**src/hdl/sdcwb_pkg.sv**
```systemverilog
// sdcwb_pkg.sv: shared types, codes and constants of the sd host command word builder
`timescale 1ns / 1ps

package sdcwb_pkg;

  // struct widths, and beat widths padded to whole bytes
  localparam int REQ_BITS   = 104;
  localparam int RES_BITS   = 115;
  localparam int S_DATA_W   = 104;
  localparam int M_DATA_W   = 120;

  // status codes
  localparam logic [1:0] ST_OK        = 2'd0;
  localparam logic [1:0] ST_BAD_RESP  = 2'd1;
  localparam logic [1:0] ST_PARTIAL   = 2'd2;
  localparam logic [1:0] ST_TOO_MANY  = 2'd3;

  // response length codes (command plus response bytes)
  localparam logic [7:0] RLEN_NONE    = 8'd8;
  localparam logic [7:0] RLEN_48      = 8'd12;
  localparam logic [7:0] RLEN_136     = 8'd23;

  // response type field
  localparam logic [1:0] RSP_NONE     = 2'd0;
  localparam logic [1:0] RSP_136      = 2'd1;
  localparam logic [1:0] RSP_48       = 2'd2;
  localparam logic [1:0] RSP_48_BUSY  = 2'd3;

  // command type field
  localparam logic [1:0] TYPE_NORMAL  = 2'd0;
  localparam logic [1:0] TYPE_SUSPEND = 2'd1;
  localparam logic [1:0] TYPE_RESUME  = 2'd2;
  localparam logic [1:0] TYPE_ABORT   = 2'd3;

  // command indexes that change the command type
  localparam logic [5:0] CMD_STOP     = 6'd12;
  localparam logic [5:0] CMD_IO_RW    = 6'd52;

  // function-0 register addresses for io direct writes
  localparam logic [16:0] REG_ABORT   = 17'h00006;
  localparam logic [16:0] REG_SUSPEND = 17'h0000C;
  localparam logic [16:0] REG_SELECT  = 17'h0000D;

  // app command prefix word
  localparam logic [15:0] PREFIX_WORD = 16'h371A;

  // request beat, last member in the lowest bits
  typedef struct packed {
    logic [15:0] card_rca;
    logic        auto_stop;
    logic        dir_read;
    logic [3:0]  split_log2;
    logic [31:0] data_length;
    logic [31:0] cmd_argument;
    logic [7:0]  resp_len;
    logic        check_busy;
    logic        check_index;
    logic        check_crc;
    logic        app_cmd;
    logic [5:0]  cmd_index;
  } req_t;

  // result beat, last member in the lowest bits
  typedef struct packed {
    logic [31:0] prefix_argument;
    logic [15:0] prefix_command;
    logic        prefix_needed;
    logic [15:0] blk_count;
    logic [15:0] blk_size;
    logic [15:0] xfer_mode;
    logic [15:0] command_word;
    logic [1:0]  status;
  } res_t;

endpackage

```
**src/hdl/sdcwb_encode.sv**
```systemverilog
// sdcwb_encode.sv: single-pass decode of one request into host controller words
`timescale 1ns / 1ps

module sdcwb_encode
  import sdcwb_pkg::*;
(
  input  req_t req,
  output res_t res
);

  logic        rsp_ok;
  logic [1:0]  rsp;
  logic [1:0]  cmd_type;
  logic [16:0] io_reg;
  logic        io_write_f0;
  logic        len_small;
  logic        partial;
  logic        too_many;
  logic [31:0] blk_quot;
  logic [31:0] blk_mask;
  logic [15:0] bsize;
  logic [15:0] bcount;
  logic        multi;
  logic [15:0] cw;
  logic [15:0] xm;

  // response type from the length
  always_comb begin
    rsp_ok = 1'b1;
    rsp    = RSP_NONE;
    priority if (req.resp_len == RLEN_NONE) begin
      rsp = RSP_NONE;
    end else if (req.resp_len == RLEN_136) begin
      rsp = RSP_136;
    end else if (req.resp_len == RLEN_48) begin
      rsp = req.check_busy ? RSP_48_BUSY : RSP_48;
    end else begin
      rsp_ok = 1'b0;
    end
  end

  // command type: stop, or io direct write to a function-0 control register
  assign io_reg      = req.cmd_argument[25:9];
  assign io_write_f0 = req.cmd_argument[31] && (req.cmd_argument[30:28] == 3'd0);

  always_comb begin
    cmd_type = TYPE_NORMAL;
    if (!req.app_cmd) begin
      if (req.cmd_index == CMD_STOP) begin
        cmd_type = TYPE_ABORT;
      end else if (req.cmd_index == CMD_IO_RW && io_write_f0) begin
        unique case (io_reg)
          REG_ABORT:   cmd_type = TYPE_ABORT;
          REG_SUSPEND: cmd_type = TYPE_SUSPEND;
          REG_SELECT:  cmd_type = TYPE_RESUME;
          default:     cmd_type = TYPE_NORMAL;
        endcase
      end
    end
  end

  // block split: split size is a power of two, so the count is a shift
  assign blk_quot  = req.data_length >> req.split_log2;
  assign blk_mask  = ~(32'hFFFF_FFFF << req.split_log2);
  assign len_small = (blk_quot == 32'd0);
  assign partial   = !len_small && ((req.data_length & blk_mask) != 32'd0);
  assign too_many  = !len_small && (blk_quot[31:16] != 16'd0);

  always_comb begin
    if (len_small) begin
      bsize  = req.data_length[15:0];
      bcount = {15'd0, (req.data_length != 32'd0)};
    end else begin
      bsize  = 16'd1 << req.split_log2;
      bcount = blk_quot[15:0];
    end
  end

  assign multi = (bcount > 16'd1);

  // register images
  assign cw = {2'b00, req.cmd_index, cmd_type, (req.data_length != 32'd0),
               req.check_index, req.check_crc, 1'b0, rsp};
  assign xm = {10'd0, multi, req.dir_read, 1'b0, req.auto_stop, multi, 1'b0};

  // status with precedence, zero fields on any error
  always_comb begin
    res = '0;
    priority if (!rsp_ok) begin
      res.status = ST_BAD_RESP;
    end else if (partial) begin
      res.status = ST_PARTIAL;
    end else if (too_many) begin
      res.status = ST_TOO_MANY;
    end else begin
      res.status       = ST_OK;
      res.command_word = cw;
      res.xfer_mode    = xm;
      res.blk_size     = bsize;
      res.blk_count    = bcount;
      if (req.app_cmd) begin
        res.prefix_needed   = 1'b1;
        res.prefix_command  = PREFIX_WORD;
        res.prefix_argument = {req.card_rca, 16'd0};
      end
    end
  end

endmodule

```
**src/hdl/sd_host_command_word_builder_unit.sv**
```systemverilog
// sd_host_command_word_builder_unit.sv: top level of the sd host command word builder
`timescale 1ns / 1ps
// Turns one SD/SDIO request beat into host controller command word, transfer
// mode, block size, block count and the CMD55 prefix for app commands.
// Input channel s_*: one request per beat. Output channel m_*: one result per
// beat, in request order, exactly one result for each request.
// Stages: two register stages, request register then result register.
// Throughput: one request per cycle unless m_tready stalls the output; the decode
// is a single shallow pass, the block count is a shift by the split exponent.
// Stall: when m_tready is low the result register holds; the request register
// still fills, so s_tready drops only when both stages are full.
// Reset: rst (synchronous, active high) empties both stages; no result beats
// are pending afterwards. There is no configuration.
// Status 1, 2 and 3 report a bad response length, a partial last block and
// a block count of 65536 or more; all other result fields are then zero.

module sd_host_command_word_builder_unit
  import sdcwb_pkg::*;
(
  input  logic                clk,
  input  logic                rst,
  // s_tdata: cmd_index, app_cmd, check_crc, check_index, check_busy, resp_len,
  // cmd_argument, data_length, split_log2, dir_read, auto_stop, card_rca
  input  logic                s_tvalid,
  output logic                s_tready,
  input  logic [S_DATA_W-1:0] s_tdata,
  // m_tdata: status, command_word, xfer_mode, blk_size, blk_count,
  // prefix_needed, prefix_command, prefix_argument, then zero pad
  output logic                m_tvalid,
  input  logic                m_tready,
  output logic [M_DATA_W-1:0] m_tdata
);

  logic req_valid;
  req_t req;
  logic res_valid;
  res_t res;
  res_t res_next;
  logic res_load;
  logic req_load;

  // stage handshake
  assign res_load = !res_valid || m_tready;
  assign s_tready = !req_valid || res_load;
  assign req_load = s_tvalid && s_tready;

  // request register
  always_ff @(posedge clk) begin
    if (rst) begin
      req_valid <= 1'b0;
    end else if (s_tready) begin
      req_valid <= s_tvalid;
    end
  end

  always_ff @(posedge clk) begin
    if (req_load) begin
      req <= req_t'(s_tdata[REQ_BITS-1:0]);
    end
  end

  // decode
  sdcwb_encode u_encode (
    .req (req),
    .res (res_next)
  );

  // result register
  always_ff @(posedge clk) begin
    if (rst) begin
      res_valid <= 1'b0;
    end else if (res_load) begin
      res_valid <= req_valid;
    end
  end

  always_ff @(posedge clk) begin
    if (res_load && req_valid) begin
      res <= res_next;
    end
  end

  assign m_tvalid = res_valid;
  assign m_tdata  = {(M_DATA_W-RES_BITS)'(0), res};

endmodule

```
**config.mk**
```make
export PLATFORM = sky130hd
export DESIGN_NAME = sd_host_command_word_builder_unit
export DESIGN_NICKNAME = d
export VERILOG_FILES = /design/src/hdl/sdcwb_pkg.sv /design/src/hdl/sdcwb_encode.sv /design/src/hdl/sd_host_command_word_builder_unit.sv
export SDC_FILE = /design/constraint.sdc
export NUM_CORES = 1
export LEC_CHECK = 0
export BUFFER_PORTS_ARGS = -buffer_cell sky130_fd_sc_hd__buf_2
export CAP_MARGIN = 20
export CORE_AREA = 2 2 134 136
export CTS_CLUSTER_DIAMETER = 50
export CTS_CLUSTER_SIZE = 30
export DETAILED_ROUTE_END_ITERATION = 10
export DIE_AREA = 0 0 136 138
export GPL_ROUTABILITY_DRIVEN = 0
export PLACE_DENSITY = 0.85
export SLEW_MARGIN = 20
export SYNTH_ARGS = -nofsm -noshare
export SYNTH_HDL_FRONTEND = slang
export SYNTH_HIERARCHICAL = 1
export SYNTH_SLANG_ARGS = --single-unit
```
**constraint.sdc**
```tcl
create_clock -name clk -period 8.38 [get_ports clk]
set_clock_uncertainty 0.2 [all_clocks]
set_input_delay 1.676 -clock clk [delete_from_list [all_inputs] [get_ports clk]]
set_output_delay 1.676 -clock clk [all_outputs]
set_load 0.02 [all_outputs]
```
* Word-level counts from Yosys, hierarchy flattened
Index checks and enable logic that the tools add are counted.
** Storage, ports and cells
- Output and inout bits :: 122
- Input bits :: 108
- Word-level logic and storage cells :: 81
- Flip-flop bits (word level) :: 221
** Operators by class
- Reduce and logical (&&, ||, !) cells :: 22
- Shifts and indexed selects :: 3
- Equality and inequality tests :: 8
- $lt $le $gt $ge :: 1
- Multiplexer cells :: 14
- Bitwise operators :: 5
** Operators by type and width (number)
- nonzero test 32 bit :: 2
- equality test 17 x 4 -> 1 bit, second input constant :: 2
- bitwise AND 32 bit :: 1
- zero test 32 bit :: 1
- two-way mux 16 bit :: 2
- inverter 32 bit :: 1
- << shifter 32 x 4 -> 32 bit, first input constant :: 1
- right shift 32 x 4 -> 32 bit :: 1
- equality test 17 x 3 -> 1 bit, second input constant :: 1
- equality test 8 x 4 -> 1 bit, second input constant :: 2
- > comparator 16 x 1 -> 1 bit, second input constant :: 1
- nonzero test 16 bit :: 1
- << shifter 1 x 4 -> 16 bit, first input constant :: 1
- two-way mux 15 bit :: 1
- two-way mux 2 bit :: 6
- OR reduction 4 bit :: 3
- equality test 8 x 5 -> 1 bit, second input constant :: 1
- equality test 6 x 4 -> 1 bit, second input constant :: 1
- equality test 6 bit, second input constant :: 1
- logical AND 1 bit :: 6
- case mux 2 bit (3 select lines) :: 1
- OR reduction 6 bit :: 1
- two-way mux 1 bit :: 4
- zero test 1 bit :: 3
- 5 further kinds :: 8

* Logic depth before layout (Yosys ltp)
Gate-level depths: netlist of run 1.
- Depth after elaboration :: 6
- Gate-level depth with buffers :: 14
- Mapped depth without buffers :: 8

* By module
Netlist of run 1, hierarchy kept.
** By module, submodules not included
- sd_host_command_word_builder_unit :: cells an instance 235, instances 1, sequential area each 6616.3 sq um, area each 6721.4 sq um
- sdcwb_encode :: cells an instance 431, instances 1, sequential area each 0.0 sq um, area each 3363.2 sq um

* Worst setup path after synthesis of run 1
No wires, ideal clock.
- Path type :: input to register
- From :: input m_tready
- To :: register res, in the netlist m_tdata[0], enable pin
- Required time :: 7756 ps
- Setup time :: 424 ps
- Slack :: 4528 ps
- Path buffers :: 0
- Stages :: 2
- Arrival time :: 3228 ps
- Path through :: nand2b_1 and2_2
** Between the ends
- Word-level cells in the longest chain between the ends :: 2
** Ends and longest elaborated chain
- start: declaration :: line sd_host_command_word_builder_unit.sv:30 : input logic m_tready,
- logical OR 1 bit :: line sd_host_command_word_builder_unit.sv:43 : assign res_load = !res_valid || m_tready;
- logical AND 1 bit :: line sd_host_command_word_builder_unit.sv:78 : if (res_load && req_valid) begin
- end signal: assignment :: line sd_host_command_word_builder_unit.sv:79 : res <= res_next;
- end: declaration :: line sd_host_command_word_builder_unit.sv:37 : res_t res;
Every way passes these cells.
A chain may end at the register's enable or synchronous reset.

* Final worst setup path of run 1
- From :: register, netlist name req[82]
- To :: register res, in the netlist m_tdata[75], data pin
** Between the ends
- Word-level cells in the longest chain between the ends :: 6
- Elaborated cells between the ends (all ways) :: 11
- Those cells by class :: 2 x shift; 2 x bitwise; 7 x reduce/logical
** Ends and longest elaborated chain
- << shifter 32 x 4 -> 32 bit :: line sdcwb_encode.sv:64 : assign blk_mask = ~(32'hFFFF_FFFF << req.split_log2);
- inverter 32 bit :: line sdcwb_encode.sv:64
- bitwise AND 32 bit :: line sdcwb_encode.sv:66 : assign partial = !len_small && ((req.data_length & blk_mask) != 32'd0);
- nonzero test 32 bit :: line sdcwb_encode.sv:66
- logical AND 1 bit :: line sdcwb_encode.sv:66
- OR reduction 3 bit (no line) *
Every way passes the cells marked *; elsewhere a longest branch is shown, timed or not.

==> results.json, run 1 <==
{
  "status": "complete, no violations",
  "critPathMaxFanout": 62,
  "ir_drop_v": 0.0002145,
  "grt_pass1_wl_um": 30180,
  "setup_tns_ns": 0,
  "ff2ff_path_depth": 9,
  "ctsResizeCount": 0,
  "postLayoutCellArea_mm2": 0.01135,
  "via_per_inst": 5.596,
  "post_dp_cell_area_mm2": 0.01070,
  "grt_usage_pct": 20.39,
  "maxSlewHeadroom_pct": 27.97,
  "netlist_instances": 655,
  "startpoint_type": "flop",
  "setup_violations": 0,
  "initial_core_util_pct": 55.63,
  "hold_depth": 2,
  "powerDensity_mw_per_mm2": 204.9,
  "dpl.hpwl_um": 13110,
  "p_total_uw": 2324,
  "fp.dieH_um": 138,
  "postCtsSetupBuffers": 0,
  "fin_nets": 953,
  "io_pins": 230,
  "path_clk_slew_ns": 0.08,
  "vias": 6083,
  "coreArea_mm2": 0.01753,
  "cp.required_ns": 8.50,
  "rows": 49,
  "rsz0062_at_grt": "no",
  "root_buffer": "clkbuf_16",
  "insertion_delay_ns": 0.51,
  "cts_buffer_depth": 3,
  "multi_input_area_mm2": 0.002982,
  "final_max_slew_viol_count": 0,
  "worstSetupPathType": "flop to flop",
  "htree_levels": 1,
  "drt_first_pass_iters": 5,
  "cellLeakagePower_uw": 0.004422,
  "cts_tree": "done",
  "grt_max_degree": 94,
  "drtIter0Drc": 536,
  "cp.arrival_ns": 4.34,
  "tightest_slew_ns": 1.080,
  "finalHoldViolCount": 0,
  "wl_per_cell_um": 18.02,
  "synth_warnings": 6,
  "stdcell_count": 1087,
  "portBuffers": 213,
  "drtAntennaViolNets": 0,
  "fillerInstances": 1266,
  "fmax_ghz": 0.2370,
  "grt_pass1_vias": 5637,
  "postCtsHoldBufs": 0,
  "die-width_um": 136,
  "register_area_mm2": 0.006286,
  "drc_errors": 0,
  "maxCapViolations": 0,
  "reg2reg_slack_ns": 4.16,
  "critPathCaptureType": "flop",
  "min_period_ns": 4.219,
  "layout-area-overhead-vs-synth_pct": 16.32,
  "dp.cells": 1053,
  "clock-sinks": 210,
  "dieArea_mm2": 0.01877,
  "post-route-util_pct": 64.71,
  "grt-ovfl-total": 0,
  "synth_area_per_cell_um2": 14.89,
  "drt_wl_total_um": 19590,
  "cts_inserted_buffers": 18,
  "drive_gt1_share_pct": 36.64,
  "hold_path.class": "flop to flop",
  "syn_area_mm2": 0.009754,
  "period_share_pct": 50.35,
  "antenna_found_initial": 1
}
==> worst max-delay path: stages, from the launching register on <==
cell	delay (ns)
edfxtp_1	0.33
buf_4	0.64
mux4_2	0.62
mux2i_1	0.28
nand2_1	0.12
o32a_1	0.38
a21oi_2	0.19
nand4_4	0.43
a21oi_4	0.50
and2_1	0.33
==> state kept, by name, summed over array words and instances, names as in the netlist <==
register   flops
req           93
m_tdata      115
m_tvalid       1
req_valid      1
==> layout make-up <==
type	instances	share of cell area (%)
antenna	1	0.02206
clock buffer	18	3.970
clock inverter	14	1.500
inverter	8	0.2647
multi-input combinational	387	26.28
sequential	210	55.40
tap	229	2.525
timing repair buffer	220	10.04
==> power by group <==
| part | internal [µW] | leakage (µW) | total, µW | switching [µW] |
|---|---|---|---|---|
| Combinational | 94.1 | 0.00217 | 236 | 142 |
| Sequential | 1210 | 0.00195 | 1250 | 33.9 |
| Clock | 427 | 0.000300 | 840 | 413 |
| Total | 1740 | 0.00442 | 2320 | 589 |
==> metrics by stage <==
| step | worst slack (ns) | hold WS (ns) |
|---|---|---|
| 4_1_cts | 4.173 | 0.2984 |
| 3_3_place_gp | 4.209 | 0.2778 |
| 2_1_floorplan | 4.528 | 0.2613 |
| 3_5_place_dp | 4.171 | 0.2919 |
| 6_report | 4.161 | 0.2942 |
| 5_1_grt | 3.881 | 0.3261 |
==> metal layers <==
metal	share of wire [%]	vias up	track usage [%]
li1	-	2813	-
met1	40	2855	29.01
met2	46	355	30.65
met3	9.7	60	4.327
met4	4.3	0	8.772
met5	0	-	0
==> final timing paths <==
path,startpoint,endpoint
worst min-delay path,req_valid,m_tvalid
worst max-delay path,req[82],m_tdata[75]
worst max register to register,req[82],m_tdata[75]
worst min register to register,req_valid,m_tvalid
==> cells in the final DEF (no fill, tap or decap), types with 12 or more instances in the layout <==
cell / count
o21ai_0: 12
clkbuf_16: 18
conb_1: 44
edfxtp_1: 208
a21oi_1: 12
and3_1: 30
buf_2: 213
nor2_1: 46
nand2_1: 22
mux2_2: 18
mux2i_1: 35
and2_1: 17
mux4_2: 27
Note: power is estimated with default switching activity, not from simulation.
==> inputs of run 2 (changes only) <==
--- a/config.mk
+++ b/config.mk
@@ -7,13 +7,13 @@
 export LEC_CHECK = 0
 export BUFFER_PORTS_ARGS = -buffer_cell sky130_fd_sc_hd__buf_2
 export CAP_MARGIN = 20
-export CORE_AREA = 2 2 134 136
+export CORE_AREA = 2 2 146 148
 export CTS_CLUSTER_DIAMETER = 50
 export CTS_CLUSTER_SIZE = 30
 export DETAILED_ROUTE_END_ITERATION = 10
-export DIE_AREA = 0 0 136 138
+export DIE_AREA = 0 0 148 150
 export GPL_ROUTABILITY_DRIVEN = 0
-export PLACE_DENSITY = 0.85
+export PLACE_DENSITY = 0.76
 export SLEW_MARGIN = 20
 export SYNTH_ARGS = -nofsm -noshare
 export SYNTH_HDL_FRONTEND = slang
==> constraint.sdc (replaced) <==
create_clock -name clk -period 3.66 [get_ports clk]
set_clock_uncertainty 0.2 [all_clocks]
set_input_delay 0.732 -clock clk [delete_from_list [all_inputs] [get_ports clk]]
set_output_delay 0.732 -clock clk [all_outputs]
set_load 0.02 [all_outputs]
==> run 2 against run 1 <==
Net effect: combinational power grew 140%; maximum frequency grew 22%; hold slack lost 0.11 ns; worst setup slack lost 4.0 ns; via count shrank 2.6%; die area grew 18%; final area grew 1.9%; clock power grew 140%; critical path type unchanged.
==> results.json, run 2 (synthesis results as in run 1) <==
{
  "cellLeakagePower_uw": 0.004506,
  "pwr-share-comb_pct": 10.4,
  "path_clk_slew_ns": 0.08,
  "dpl_worst_slack_ns": 0.1707,
  "switching_share_pct": 24.69,
  "hold_path.startpoint": "s_tdata[101]",
  "insertion_delay_ns": 0.51,
  "post-route-util_pct": 55.88,
  "period_share_pct": 94.54,
  "maxCapViolations": 0,
  "cts_tree": "done",
  "status": "complete, no violations",
  "startpoint": "req[82]",
  "p_switching_uw": 1332,
  "grt_pass1_vias": 5602,
  "critPathCaptureType": "flop",
  "coreArea_mm2": 0.02069,
  "dieArea_mm2": 0.02220,
  "hold_path.class": "input pin to flop",
  "worstSetupPathType": "flop to flop",
  "fillerInstances": 1700,
  "rsz0062_at_grt": "no",
  "crit_end": "m_tdata[45]",
  "startpoint_type": "flop",
  "postCtsHoldBufs": 0,
  "dpl.hpwl_um": 13880,
  "initial_core_util_pct": 47.15,
  "fin_ws_ns": 0.1999,
  "setup_violations": 0,
  "rows": 53,
  "drc_errors": 0,
  "drt_wl_total_um": 20100,
  "critPathMaxFanout": 52,
  "htree_levels": 1,
  "io_pins": 230,
  "drtIter0Drc": 475,
  "largest_reg_flops": 115,
  "fin_nets": 966,
  "die-width_um": 148,
  "cts_buffer_depth": 3,
  "grt_usage_pct": 17.72,
  "drive_gt1_share_pct": 37.31,
  "powerDensity_mw_per_mm2": 466.7,
  "mostFrequentLayoutCell": "buf_2",
  "maxSlewHeadroom_pct": 43.64,
  "cp.required_ns": 3.72,
  "ctsResizeCount": 0,
  "pwr-share-clk_pct": 36.7,
  "cp.arrival_ns": 3.52,
  "vias": 5926,
  "grt_max_degree": 58,
  "drt_first_pass_iters": 7,
  "root_buffer": "clkbuf_16",
  "p_total_uw": 5396,
  "clock-sinks": 210,
  "antenna_found_initial": 0,
  "finalHoldViolCount": 0,
  "grt_pass1_wl_um": 31140,
  "internal-power_uw": 4064,
  "reg2reg_slack_ns": 0.20,
  "r2r-end": "m_tdata[45]",
  "layout-area-overhead-vs-synth_pct": 18.52,
  "final_max_slew_viol_count": 0,
  "cts_inserted_buffers": 20,
  "wl_per_cell_um": 17.52,
  "portBuffers": 213,
  "ir_drop_v": 0.0002915,
  "postCtsSetupBuffers": 0,
  "grt-ovfl-total": 0,
  "tightest_slew_ns": 0.8365,
  "setup_tns_ns": 0,
  "hold_depth": 1,
  "drtAntennaViolNets": 0,
  "ff2ff_path_depth": 9,
  "via_per_inst": 5.167,
  "fp.dieH_um": 150,
  "reg2reg_from": "req[82]",
  "seqPwrFrac_pct": 52.9,
  "fmax_ghz": 0.2890,
  "final_cell_mix": "buf_2 (213), edfxtp_1 (208), nor2_1 (46)",
  "min_period_ns": 3.460
}
run 2: routing by layer:
| layer | vias to the layer above | GRT usage [%] | part of all wire, % |
|---|---|---|---|
| met5 | - | 0 | 0 |
| met4 | 0 | 5.333 | 2.5 |
| met3 | 35 | 3.079 | 7.6 |
| met2 | 263 | 27.89 | 48 |
| met1 | 2789 | 25.43 | 42 |
| li1 | 2839 | - | - |
run 2: power by group through the flow:
| stage | Clock, µW | Sequential, µW | Combinational [µW] |
|---|---|---|---|
| 2_1_floorplan | 0 | 2960 | 325 |
| 3_3_place_gp | 0 | 2900 | 548 |
| 3_5_place_dp | 0 | 2910 | 556 |
| 4_1_cts | 2040 | 2860 | 558 |
| 5_1_grt | 2130 | 2870 | 607 |
| 6_report | 1980 | 2860 | 562 |
run 2: final cells by class:
class                      count  area [µm²]  share of cell area (%)
sequential                   210        6286                   54.37
clock inverter                12       118.9                   1.028
inverter                       8       30.03                  0.2597
tap                          275       344.1                   2.976
antenna                        1       2.502                 0.02164
multi-input combinational    387        2987                   25.83
clock buffer                  23       511.7                   4.426
timing repair buffer         231        1281                   11.08
run 2: how the worst min path moves through the flow:
stage                     endpoint  slack, ns
after floorplan           m_tvalid       0.26
after global placement    m_tvalid       0.28
after detailed placement  m_tvalid       0.28
after CTS                   req[6]       0.17
after global routing       req[98]       0.17
final                     req[101]       0.18
run 2: per-stage QoR:
step / hold WS, ns / cell area (µm²) / cells
after global routing: 0.1668 / 11560 / 1146
after global placement: 0.2807 / 10920 / 1111
after detailed placement: 0.2841 / 10920 / 1111
final: 0.1814 / 11560 / 1147
after CTS: 0.1664 / 11550 / 1146
after floorplan: 0.2613 / 9912 / 697
run 2: worst max-delay path, cell delays in order (launching register included):
cell,delay [ns]
edfxtp_1,0.37
clkbuf_16,0.31
mux4_2,0.53
mux4_2,0.54
a21oi_1,0.20
nor2b_1,0.26
nand4_4,0.24
buf_4,0.29
mux2i_1,0.21
nor2_1,0.07
